### src/hw/rtl/sbt_pkg.sv
`timescale 1ns / 1ps

package sbt_pkg;

	// Datapath widths that follow from the fixed 16-bit coordinate fields.
	localparam int CoordW = 16;
	localparam int DiffW  = CoordW + 1;
	localparam int FracW  = 14;
	localparam int VecW   = 34;
	localparam int ZW     = 32;
	localparam int StepW  = 15;
	localparam int TabLen = 24;
	localparam int TabIdxW = 5;

	// Configuration register indexes.
	localparam logic [7:0] REG_PIVOT_X  = 8'd0;
	localparam logic [7:0] REG_PIVOT_Y  = 8'd1;
	localparam logic [7:0] REG_MIRRORED = 8'd2;
	localparam logic [7:0] REG_MAX_STEP = 8'd3;

	typedef struct packed {
		logic signed [CoordW-1:0] pivot_x;
		logic signed [CoordW-1:0] pivot_y;
		logic                     mirrored;
		logic [StepW-1:0]         max_step;
	} sbt_cfg_t;

	// One classified tick as it waits between the front and the back.
	typedef struct packed {
		logic                   tgt;
		logic                   zero;
		logic                   mir;
		logic signed [VecW-1:0] x0;
		logic signed [VecW-1:0] y0;
		logic [ZW-1:0]          z0;
	} sbt_item_t;

	// Arctangent of 2^-i, 2^32 units per turn, rounded to nearest.
	function automatic logic [ZW-1:0] sbt_atan(input logic [TabIdxW-1:0] idx);
		logic [ZW-1:0] v;
		case (idx)
			5'd0:  v = 32'd536870912;
			5'd1:  v = 32'd316933406;
			5'd2:  v = 32'd167458907;
			5'd3:  v = 32'd85004756;
			5'd4:  v = 32'd42667331;
			5'd5:  v = 32'd21354465;
			5'd6:  v = 32'd10679838;
			5'd7:  v = 32'd5340245;
			5'd8:  v = 32'd2670163;
			5'd9:  v = 32'd1335087;
			5'd10: v = 32'd667544;
			5'd11: v = 32'd333772;
			5'd12: v = 32'd166886;
			5'd13: v = 32'd83443;
			5'd14: v = 32'd41722;
			5'd15: v = 32'd20861;
			5'd16: v = 32'd10430;
			5'd17: v = 32'd5215;
			5'd18: v = 32'd2608;
			5'd19: v = 32'd1304;
			5'd20: v = 32'd652;
			5'd21: v = 32'd326;
			5'd22: v = 32'd163;
			5'd23: v = 32'd81;
			default: v = 32'd0;
		endcase
		return v;
	endfunction

endpackage

### src/hw/rtl/sbt_front.sv
`timescale 1ns / 1ps

module sbt_front import sbt_pkg::*; (
	input  logic                     clk,
	input  logic                     arst_n,
	input  sbt_cfg_t                 cfg,
	input  logic                     push,
	output logic                     full,
	input  logic                     target_valid,
	input  logic signed [CoordW-1:0] target_x,
	input  logic signed [CoordW-1:0] target_y,
	output logic                     item_valid,
	output sbt_item_t                item,
	input  logic                     item_pop
);

	logic signed [DiffW-1:0] dx;
	logic signed [DiffW-1:0] dy_raw;
	logic signed [DiffW-1:0] dy;
	logic signed [VecW-1:0]  xs;
	logic signed [VecW-1:0]  ys;
	sbt_item_t               cls;
	sbt_item_t               mem_q [2];
	logic                    wr_ptr_q;
	logic                    rd_ptr_q;
	logic [1:0]              cnt_q;
	logic                    wr_en;
	logic                    rd_en;

	// Offsets from the pivot, with the y offset negated in mirrored mode.
	assign dx     = {target_x[CoordW-1], target_x} - {cfg.pivot_x[CoordW-1], cfg.pivot_x};
	assign dy_raw = {target_y[CoordW-1], target_y} - {cfg.pivot_y[CoordW-1], cfg.pivot_y};
	assign dy     = cfg.mirrored ? -dy_raw : dy_raw;
	assign xs     = {{(VecW-DiffW-FracW){dx[DiffW-1]}}, dx, {FracW{1'b0}}};
	assign ys     = {{(VecW-DiffW-FracW){dy[DiffW-1]}}, dy, {FracW{1'b0}}};

	// Classify the tick and fold the left half plane over by half a turn.
	always_comb begin
		cls.tgt  = target_valid;
		cls.zero = (dx == '0) && (dy == '0);
		cls.mir  = cfg.mirrored;
		if (dx[DiffW-1]) begin
			cls.x0 = -xs;
			cls.y0 = -ys;
			cls.z0 = 32'h8000_0000;
		end else begin
			cls.x0 = xs;
			cls.y0 = ys;
			cls.z0 = '0;
		end
	end

	assign full       = cnt_q[1];
	assign wr_en      = push && !full;
	assign item_valid = (cnt_q != 2'd0);
	assign rd_en      = item_pop && item_valid;
	assign item       = mem_q[rd_ptr_q];

	// Two-entry queue storage.
	always_ff @(posedge clk) begin
		if (wr_en) begin
			mem_q[wr_ptr_q] <= cls;
		end
	end

	// Queue pointers and fill count.
	always_ff @(posedge clk or negedge arst_n) begin
		if (!arst_n) begin
			wr_ptr_q <= 1'b0;
			rd_ptr_q <= 1'b0;
			cnt_q    <= 2'd0;
		end else begin
			if (wr_en) begin
				wr_ptr_q <= !wr_ptr_q;
			end
			if (rd_en) begin
				rd_ptr_q <= !rd_ptr_q;
			end
			if (wr_en && !rd_en) begin
				cnt_q <= cnt_q + 2'd1;
			end else if (rd_en && !wr_en) begin
				cnt_q <= cnt_q - 2'd1;
			end
		end
	end

endmodule

### src/hw/rtl/sbt_back.sv
`timescale 1ns / 1ps

module sbt_back import sbt_pkg::*; #(
	parameter int ANGLE_BITS        = 16,
	parameter int CORDIC_ITERATIONS = 16
) (
	input  logic                  clk,
	input  logic                  arst_n,
	input  logic [StepW-1:0]      max_step,
	input  logic                  item_valid,
	input  sbt_item_t             item,
	output logic                  item_pop,
	input  logic                  pop,
	output logic                  empty,
	output logic [ANGLE_BITS-1:0] heading,
	output logic                  on_bearing
);

	localparam int NIt  = (CORDIC_ITERATIONS > TabLen) ? TabLen : CORDIC_ITERATIONS;
	localparam int CntW = $clog2(NIt);
	localparam int MagW = (ANGLE_BITS > StepW) ? ANGLE_BITS : StepW;
	localparam logic [CntW-1:0]       LastIt = CntW'(NIt - 1);
	localparam logic [ZW-1:0]         Rnd    = 32'd1 << (31 - ANGLE_BITS);
	localparam logic [ANGLE_BITS-1:0] Half   = {1'b1, {(ANGLE_BITS-1){1'b0}}};

	typedef enum logic [2:0] {
		ST_IDLE = 3'b001,
		ST_RUN  = 3'b010,
		ST_FIN  = 3'b100
	} sbt_state_t;

	sbt_state_t              st_q;
	logic [CntW-1:0]         it_q;
	logic signed [VecW-1:0]  x_q;
	logic signed [VecW-1:0]  y_q;
	logic [ZW-1:0]           z_q;
	logic                    tgt_q;
	logic                    mir_q;
	logic [ANGLE_BITS-1:0]   head_q;
	logic                    res_valid_q;
	logic [ANGLE_BITS-1:0]   res_head_q;
	logic                    res_on_q;
	logic signed [VecW-1:0]  x_sh;
	logic signed [VecW-1:0]  y_sh;
	logic [ZW-1:0]           z_rnd;
	logic [ANGLE_BITS-1:0]   brg_raw;
	logic [ANGLE_BITS-1:0]   brg;
	logic [ANGLE_BITS-1:0]   err;
	logic [ANGLE_BITS-1:0]   mag;
	logic                    up;
	logic [MagW-1:0]         step_w;
	logic [ANGLE_BITS-1:0]   step;
	logic                    snap;
	logic [ANGLE_BITS-1:0]   head_nx;
	logic                    res_free;
	logic                    fin_go;

	assign item_pop = (st_q == ST_IDLE) && item_valid;
	assign res_free = !res_valid_q || pop;
	assign fin_go   = (st_q == ST_FIN) && res_free;

	// Shared CORDIC shifters.
	assign x_sh = x_q >>> it_q;
	assign y_sh = y_q >>> it_q;

	// Bearing rounding, error wrap and slew step.
	always_comb begin
		z_rnd   = z_q + Rnd;
		brg_raw = z_rnd[ZW-1 -: ANGLE_BITS];
		brg     = mir_q ? (Half - brg_raw) : brg_raw;
		err     = brg - head_q;
		up      = (err <= Half);
		mag     = up ? err : -err;
		step_w  = MagW'(max_step);
		step    = step_w[ANGLE_BITS-1:0];
		snap    = (MagW'(mag) <= step_w);
		if (!tgt_q) begin
			head_nx = head_q;
		end else if (snap) begin
			head_nx = brg;
		end else if (up) begin
			head_nx = head_q + step;
		end else begin
			head_nx = head_q - step;
		end
	end

	// Sequencer and heading state.
	always_ff @(posedge clk or negedge arst_n) begin
		if (!arst_n) begin
			st_q        <= ST_IDLE;
			it_q        <= '0;
			head_q      <= '0;
			res_valid_q <= 1'b0;
		end else begin
			// The result register is refilled by a finished tick and emptied by a pop.
			if (fin_go) begin
				res_valid_q <= 1'b1;
			end else if (pop && res_valid_q) begin
				res_valid_q <= 1'b0;
			end
			unique case (st_q)
				ST_IDLE: begin
					if (item_valid) begin
						it_q <= '0;
						st_q <= (item.tgt && !item.zero) ? ST_RUN : ST_FIN;
					end
				end
				ST_RUN: begin
					it_q <= it_q + CntW'(1);
					if (it_q == LastIt) begin
						st_q <= ST_FIN;
					end
				end
				ST_FIN: begin
					if (res_free) begin
						head_q <= head_nx;
						st_q   <= ST_IDLE;
					end
				end
				default: begin
					st_q <= ST_IDLE;
				end
			endcase
		end
	end

	// Vectoring iterations and result payload.
	always_ff @(posedge clk) begin
		if (item_pop) begin
			x_q   <= item.x0;
			y_q   <= item.y0;
			z_q   <= item.z0;
			tgt_q <= item.tgt;
			mir_q <= item.mir;
		end else if (st_q == ST_RUN) begin
			if (y_q > 0) begin
				x_q <= x_q + y_sh;
				y_q <= y_q - x_sh;
				z_q <= z_q + sbt_atan(TabIdxW'(it_q));
			end else begin
				x_q <= x_q - y_sh;
				y_q <= y_q + x_sh;
				z_q <= z_q - sbt_atan(TabIdxW'(it_q));
			end
		end
		if (fin_go) begin
			res_head_q <= head_nx;
			res_on_q   <= tgt_q && snap;
		end
	end

	assign empty      = !res_valid_q;
	assign heading    = res_head_q;
	assign on_bearing = res_on_q;

	// A waiting result is never overwritten.
	a_res_hold: assert property (@(posedge clk) disable iff (!arst_n)
		res_valid_q && !pop |=> res_valid_q && $stable(res_head_q))
		else $error("waiting result changed before it was taken");

	// The heading moves only when a result is written.
	a_head_fin: assert property (@(posedge clk) disable iff (!arst_n)
		!fin_go |=> $stable(head_q))
		else $error("heading changed outside the finish step");

	// A new tick is taken from the queue only while the sequencer is idle.
	a_pop_idle: assert property (@(posedge clk) disable iff (!arst_n)
		item_pop |=> (st_q == ST_RUN) || (st_q == ST_FIN))
		else $error("tick taken but sequencer did not start");

	// The iteration counter stays inside the table while running.
	a_it_range: assert property (@(posedge clk) disable iff (!arst_n)
		(st_q == ST_RUN) |-> (it_q <= LastIt))
		else $error("iteration counter out of range");

endmodule

### src/hw/rtl/slew_limited_bearing_tracker.sv
`timescale 1ns / 1ps

// Slew-limited bearing tracker. Each pushed tick either holds the heading (no
// target) or turns it toward the bearing from the configured pivot to the
// target, found by a vectoring CORDIC atan2, by at most max_step units; when
// the bearing is within max_step the heading snaps to it and on_bearing is
// set. One result comes out per tick, in order. A two-entry queue after the
// offset and classify front lets ticks be pushed while the back works and
// while a result waits to be popped. In the back, a tick with a target away
// from the pivot runs CORDIC_ITERATIONS iterations (capped at the table
// length) in the single shared CORDIC iteration stage; a tick without a
// target, or with the target on the pivot, skips them and goes to its finish.
// Configuration registers are written through cfg_valid/cfg_index/cfg_data
// and are always ready; write them only while no tick is in flight.
module slew_limited_bearing_tracker import sbt_pkg::*; #(
	parameter int ANGLE_BITS        = 16,
	parameter int CORDIC_ITERATIONS = 16
) (
	input  logic                     clk,
	input  logic                     arst_n,
	input  logic                     cfg_valid,
	output logic                     cfg_ready,
	input  logic [7:0]               cfg_index,
	input  logic [CoordW-1:0]        cfg_data,
	input  logic                     push,
	output logic                     full,
	input  logic                     target_valid,
	input  logic signed [CoordW-1:0] target_x,
	input  logic signed [CoordW-1:0] target_y,
	input  logic                     pop,
	output logic                     empty,
	output logic [ANGLE_BITS-1:0]    heading,
	output logic                     on_bearing
);

	sbt_cfg_t  cfg_q;
	sbt_item_t item;
	logic      item_valid;
	logic      item_pop;

	assign cfg_ready = 1'b1;

	// Configuration registers; unknown indexes are ignored.
	always_ff @(posedge clk or negedge arst_n) begin
		if (!arst_n) begin
			cfg_q.pivot_x  <= '0;
			cfg_q.pivot_y  <= '0;
			cfg_q.mirrored <= 1'b0;
			cfg_q.max_step <= 15'd364;
		end else if (cfg_valid && cfg_ready) begin
			unique case (cfg_index)
				REG_PIVOT_X:  cfg_q.pivot_x  <= cfg_data;
				REG_PIVOT_Y:  cfg_q.pivot_y  <= cfg_data;
				REG_MIRRORED: cfg_q.mirrored <= cfg_data[0];
				REG_MAX_STEP: cfg_q.max_step <= cfg_data[StepW-1:0];
				default: begin
				end
			endcase
		end
	end

	sbt_front u_front (
		.clk          (clk),
		.arst_n       (arst_n),
		.cfg          (cfg_q),
		.push         (push),
		.full         (full),
		.target_valid (target_valid),
		.target_x     (target_x),
		.target_y     (target_y),
		.item_valid   (item_valid),
		.item         (item),
		.item_pop     (item_pop)
	);

	sbt_back #(
		.ANGLE_BITS        (ANGLE_BITS),
		.CORDIC_ITERATIONS (CORDIC_ITERATIONS)
	) u_back (
		.clk        (clk),
		.arst_n     (arst_n),
		.max_step   (cfg_q.max_step),
		.item_valid (item_valid),
		.item       (item),
		.item_pop   (item_pop),
		.pop        (pop),
		.empty      (empty),
		.heading    (heading),
		.on_bearing (on_bearing)
	);

endmodule
### config.mk
export PLATFORM = sky130hd
export DESIGN_NAME = slew_limited_bearing_tracker
export DESIGN_NICKNAME = d
export VERILOG_FILES = /design/src/hw/rtl/sbt_pkg.sv /design/src/hw/rtl/sbt_front.sv /design/src/hw/rtl/sbt_back.sv /design/src/hw/rtl/slew_limited_bearing_tracker.sv
export SDC_FILE = /design/constraint.sdc
export NUM_CORES = 1
export LEC_CHECK = 0
export BUFFER_PORTS_ARGS = -buffer_cell sky130_fd_sc_hd__buf_2
export CELL_PAD_IN_SITES_DETAIL_PLACEMENT = 1
export CELL_PAD_IN_SITES_GLOBAL_PLACEMENT = 1
export CORE_UTILIZATION = 54
export CTS_BUF_LIST = sky130_fd_sc_hd__clkbuf_2
export CTS_CLUSTER_DIAMETER = 200
export DETAILED_ROUTE_END_ITERATION = 8
export PLACE_DENSITY_LB_ADDON = 0.08
export SKIP_LAST_GASP = 1
export SLEW_MARGIN = 0
export SYNTH_ARGS = -nofsm -noshare
export SYNTH_HDL_FRONTEND = slang
export SYNTH_SLANG_ARGS = --single-unit
### constraint.sdc
create_clock -name clk -period 10.91 [get_ports clk]
set_clock_uncertainty 0.2 [all_clocks]
set_input_delay 0.5455 -clock clk [delete_from_list [all_inputs] [get_ports clk]]
set_output_delay 0.5455 -clock clk [all_outputs]
set_load 0.01 [all_outputs]
==> flow_metrics.tcl <==
set metrics [dict create \
    status "finished clean" \
    period_needed_ns 8.71 \
    n_fill_cell 5968 \
    drtPass1Iterations 5 \
    core-area_mm2 0.0501 \
    ctsLongestPathBuffers 3 \
    drtAntennaViolNets 0 \
    io_pins 82 \
    synth-seq-cells 283 \
    cp-end-kind "flop" \
    drv_slew 0 \
    ys_types 94 \
    start_util_pct 54.6 \
    slowest_delay_ns 0.62 \
    crit_required_ns 11.54 \
    fin_tns_setup_ns 0 \
    ys_seq_area_share_pct 29.7 \
    grt_pass1_vias 26400 \
    synth-xor-area-share_pct 10.5 \
    fin_ws_ns 2.20 \
    place_hpwl_um 64500 \
    startpoint_type "flop" \
    clkSlewWorstSetupHoldPaths_ns 0.13 \
    grt_first_pass_wirelength_um 145000 \
    worstMarginPinSlew_ns 1.09 \
    hold_viol_final 0 \
    ff2ff_path_depth 28 \
    final_nets 3418 \
    hp-class "in2reg" \
    drc 0 \
    startpoint "u_back.z_q[15]$_SDFFCE_PP0P_" \
    numCtsBuffers 81 \
    synth_simple_gate_area_share_pct 15.6 \
    cp_max_fo 25 \
    synth_edf_count 207 \
    syn2layout_area_growth_pct 9.33 \
    root_buffer "clkbuf_2" \
    yosys_warnings 0 \
    fmax_ghz 0.115 \
    crit_type "reg2reg" \
    setup-violations-final 0 \
    synth.area.mux_share_pct 12.6 \
    r2r_end "u_back.heading[2]$_DFFE_PP_" \
    drt-initial-drc-count 1710 \
    overflow 0 \
    io_buffers 80 \
    clock-sinks 283 \
    final_cells 3899 \
    grt_usage_pct 36.1 \
    cts_tree "done" \
    syn_area_mm2 0.0274 \
    drv_cap 0 \
    wire_per_inst_um 23.8 \
    htree_levels 3 \
    post_dp_cell_area_mm2 0.0283 \
    r2r_setup_slack_ns 2.20 \
    multiInputGateArea_mm2 0.0182 \
    drt_wl_total_um 92900 \
    clk_latency_ns 1.17 \
    crit_end "u_back.heading[2]$_DFFE_PP_" \
    final_cell_area_mm2 0.0299 \
    timing.final.crit_share_pct 79.8 \
    async_flop_share_pct 26.9 \
    drive_above_1_share_pct 13.8 \
    gp_congestion 0.912 \
    rows 82 \
    synth_compound_gate_area_share_pct 18.3 \
    reg2reg_from "u_back.z_q[15]$_SDFFCE_PP0P_" \
    dp_slack_ns 2.68 \
    synth_ff_type "edfxtp_1" \
    grt_max_degree 71 \
    crit_arrival_ns 9.34 \
    die-width_um 227 \
    slew_headroom_pct 27.2 \
    synthAdderAreaFrac_pct 9.25 \
    antenna_found_initial 3 \
    critPathSlowestCell "a31o_2" \
    syn_area_per_cell_um2 9.07 \
    synthCells 3017 \
    rsz0062_at_grt "no" \
    vias_per_cell 6.36 \
    synth_top_family_by_area "compound AO/OA/AOI/OAI gates" \
    register_area_mm2 0.00814 \
    num_vias 24800 \
    post-place-cells 3666 \
    die_y_um 227 \
    dieArea_mm2 0.0516 \
]
synthesized netlist by cell type (12+ instances only):
master / n / share of area (%)
nor2_1: 270 / 3.7
nand2_1: 245 / 3.4
a21oi_1: 229 / 4.2
o21ai_0: 211 / 3.9
edfxtp_1: 207 / 23
xnor2_1: 194 / 6.2
ha_1: 191 / 8.7
inv_1: 140 / 1.9
xor2_1: 130 / 4.2
mux2i_1: 90 / 3.3
clkbuf_1: 86 / 1.2
mux2_2: 85 / 3.5
mux4_2: 71 / 5.8
dfrtp_1: 70 / 6.4
a21o_1: 68 / 1.9
nor3_1: 64 / 1.2
nand3_1: 54 / 0.99
nand2b_1: 48 / 1.1
a31oi_1: 41 / 0.94
nor2b_1: 41 / 0.94
and3_1: 29 / 0.66
o21a_1: 28 / 0.77
and2_1: 26 / 0.59
nand4_1: 23 / 0.53
buf_2: 22 / 0.40
nor4_1: 22 / 0.50
buf_1: 20 / 0.27
o21bai_1: 19 / 0.52
o211ai_1: 18 / 0.49
a211oi_1: 15 / 0.41
o31ai_1: 15 / 0.41
a41oi_1: 14 / 0.45
or2_2: 12 / 0.27
cell type report:
cell class / count / area share (%)
inverters: 144 / 1.81
clock inverters: 27 / 0.598
clock buffers: 119 / 1.99
diodes: 6 / 0.0502
flip-flops and latches: 283 / 27.2
well taps: 672 / 2.81
multi-input cells: 2461 / 60.8
repair buffers: 187 / 4.71
metal layers:
metal  routed length (um)  vias to the layer above  global-route usage, %
met1                38000                    12200                   43.4
met4                 5150                        0                   20.0
li1                     -                    11400                      -
met5                    0                        -                      0
met2                44700                      880                   61.7
met3                 5070                      310                   5.80
cell families after synthesis:
kind of cell,after synthesis
other,2
flip-flops,283
buffers and inverters,278
AO/OA/AOI/OAI,793
multiplexers,246
AND/OR/NAND/NOR,892
XOR/XNOR,325
adder cells (fa/ha/maj),198
stage by stage:
step           hold WS (ns)  util (%)
3_3_place_gp          0.202      56.5
5_1_grt             0.00150      59.7
3_5_place_dp          0.203      56.5
6_report             0.0862      59.7
4_1_cts             0.00692      59.7
2_1_floorplan        0.0499         -
repair_timing:
action	4_1_cts	5_1_grt
hold endpoints to repair	170	0
hold buffers	81	0
buffers inserted	0	0
resized for setup	0	0
critical path, delay by kind of cell (launching register included):
kind                     cells  cell delay [ns]
XOR/XNOR                     4             1.01
flip-flops                   1             0.51
AO/OA/AOI/OAI               10             2.68
AND/OR/NAND/NOR              8             2.14
multiplexers                 1             0.32
adder cells (fa/ha/maj)      4             1.27
buffers and inverters        1             0.27
cells in the final DEF, fill, tap and decap left out, types with 119 or more instances in the layout:
cell,instances
xnor2_1,194
nor2_1,268
a21oi_1,229
o21ai_0,211
ha_1,191
xor2_1,130
edfxtp_1,207
inv_1,140
nand2_1,244
clkbuf_2,119
state kept, by name, indices dropped and copies added (netlist names), 2 cells and up:
signal / flops
cfg_q: 48
u_back.head_q: 16
u_back.st_q: 3
u_front.mem_q: 88
u_front.cnt_q: 2
u_back.z_q: 32
u_back.heading: 16
u_back.y_q: 34
u_back.x_q: 34
u_back.it_q: 4
worst min-delay path by stage:
| stage | start | end | slack [ns] | cells after the start |
|---|---|---|---|---|
| after global placement | arst_n | u_back.st_q[1]$_DFFE_PN0P_ | 0.20 | 1 |
| final | cfg_data[14] | cfg_q[30]$_DFFE_PN0P_ | 0.09 | 3 |
| after global routing | cfg_data[14] | cfg_q[30]$_DFFE_PN0P_ | 0.002 | 3 |
| after CTS | cfg_data[7] | cfg_q[23]$_DFFE_PN0P_ | 0.007 | 3 |
| after floorplan | arst_n | cfg_q[0]$_DFFE_PN0P_ | 0.05 | 0 |
| after detailed placement | arst_n | u_back.st_q[1]$_DFFE_PN0P_ | 0.20 | 1 |
Power is left out: the tool's default activity adds up to more than one toggle a clock period on the data nets, which glitch-free logic cannot reach.
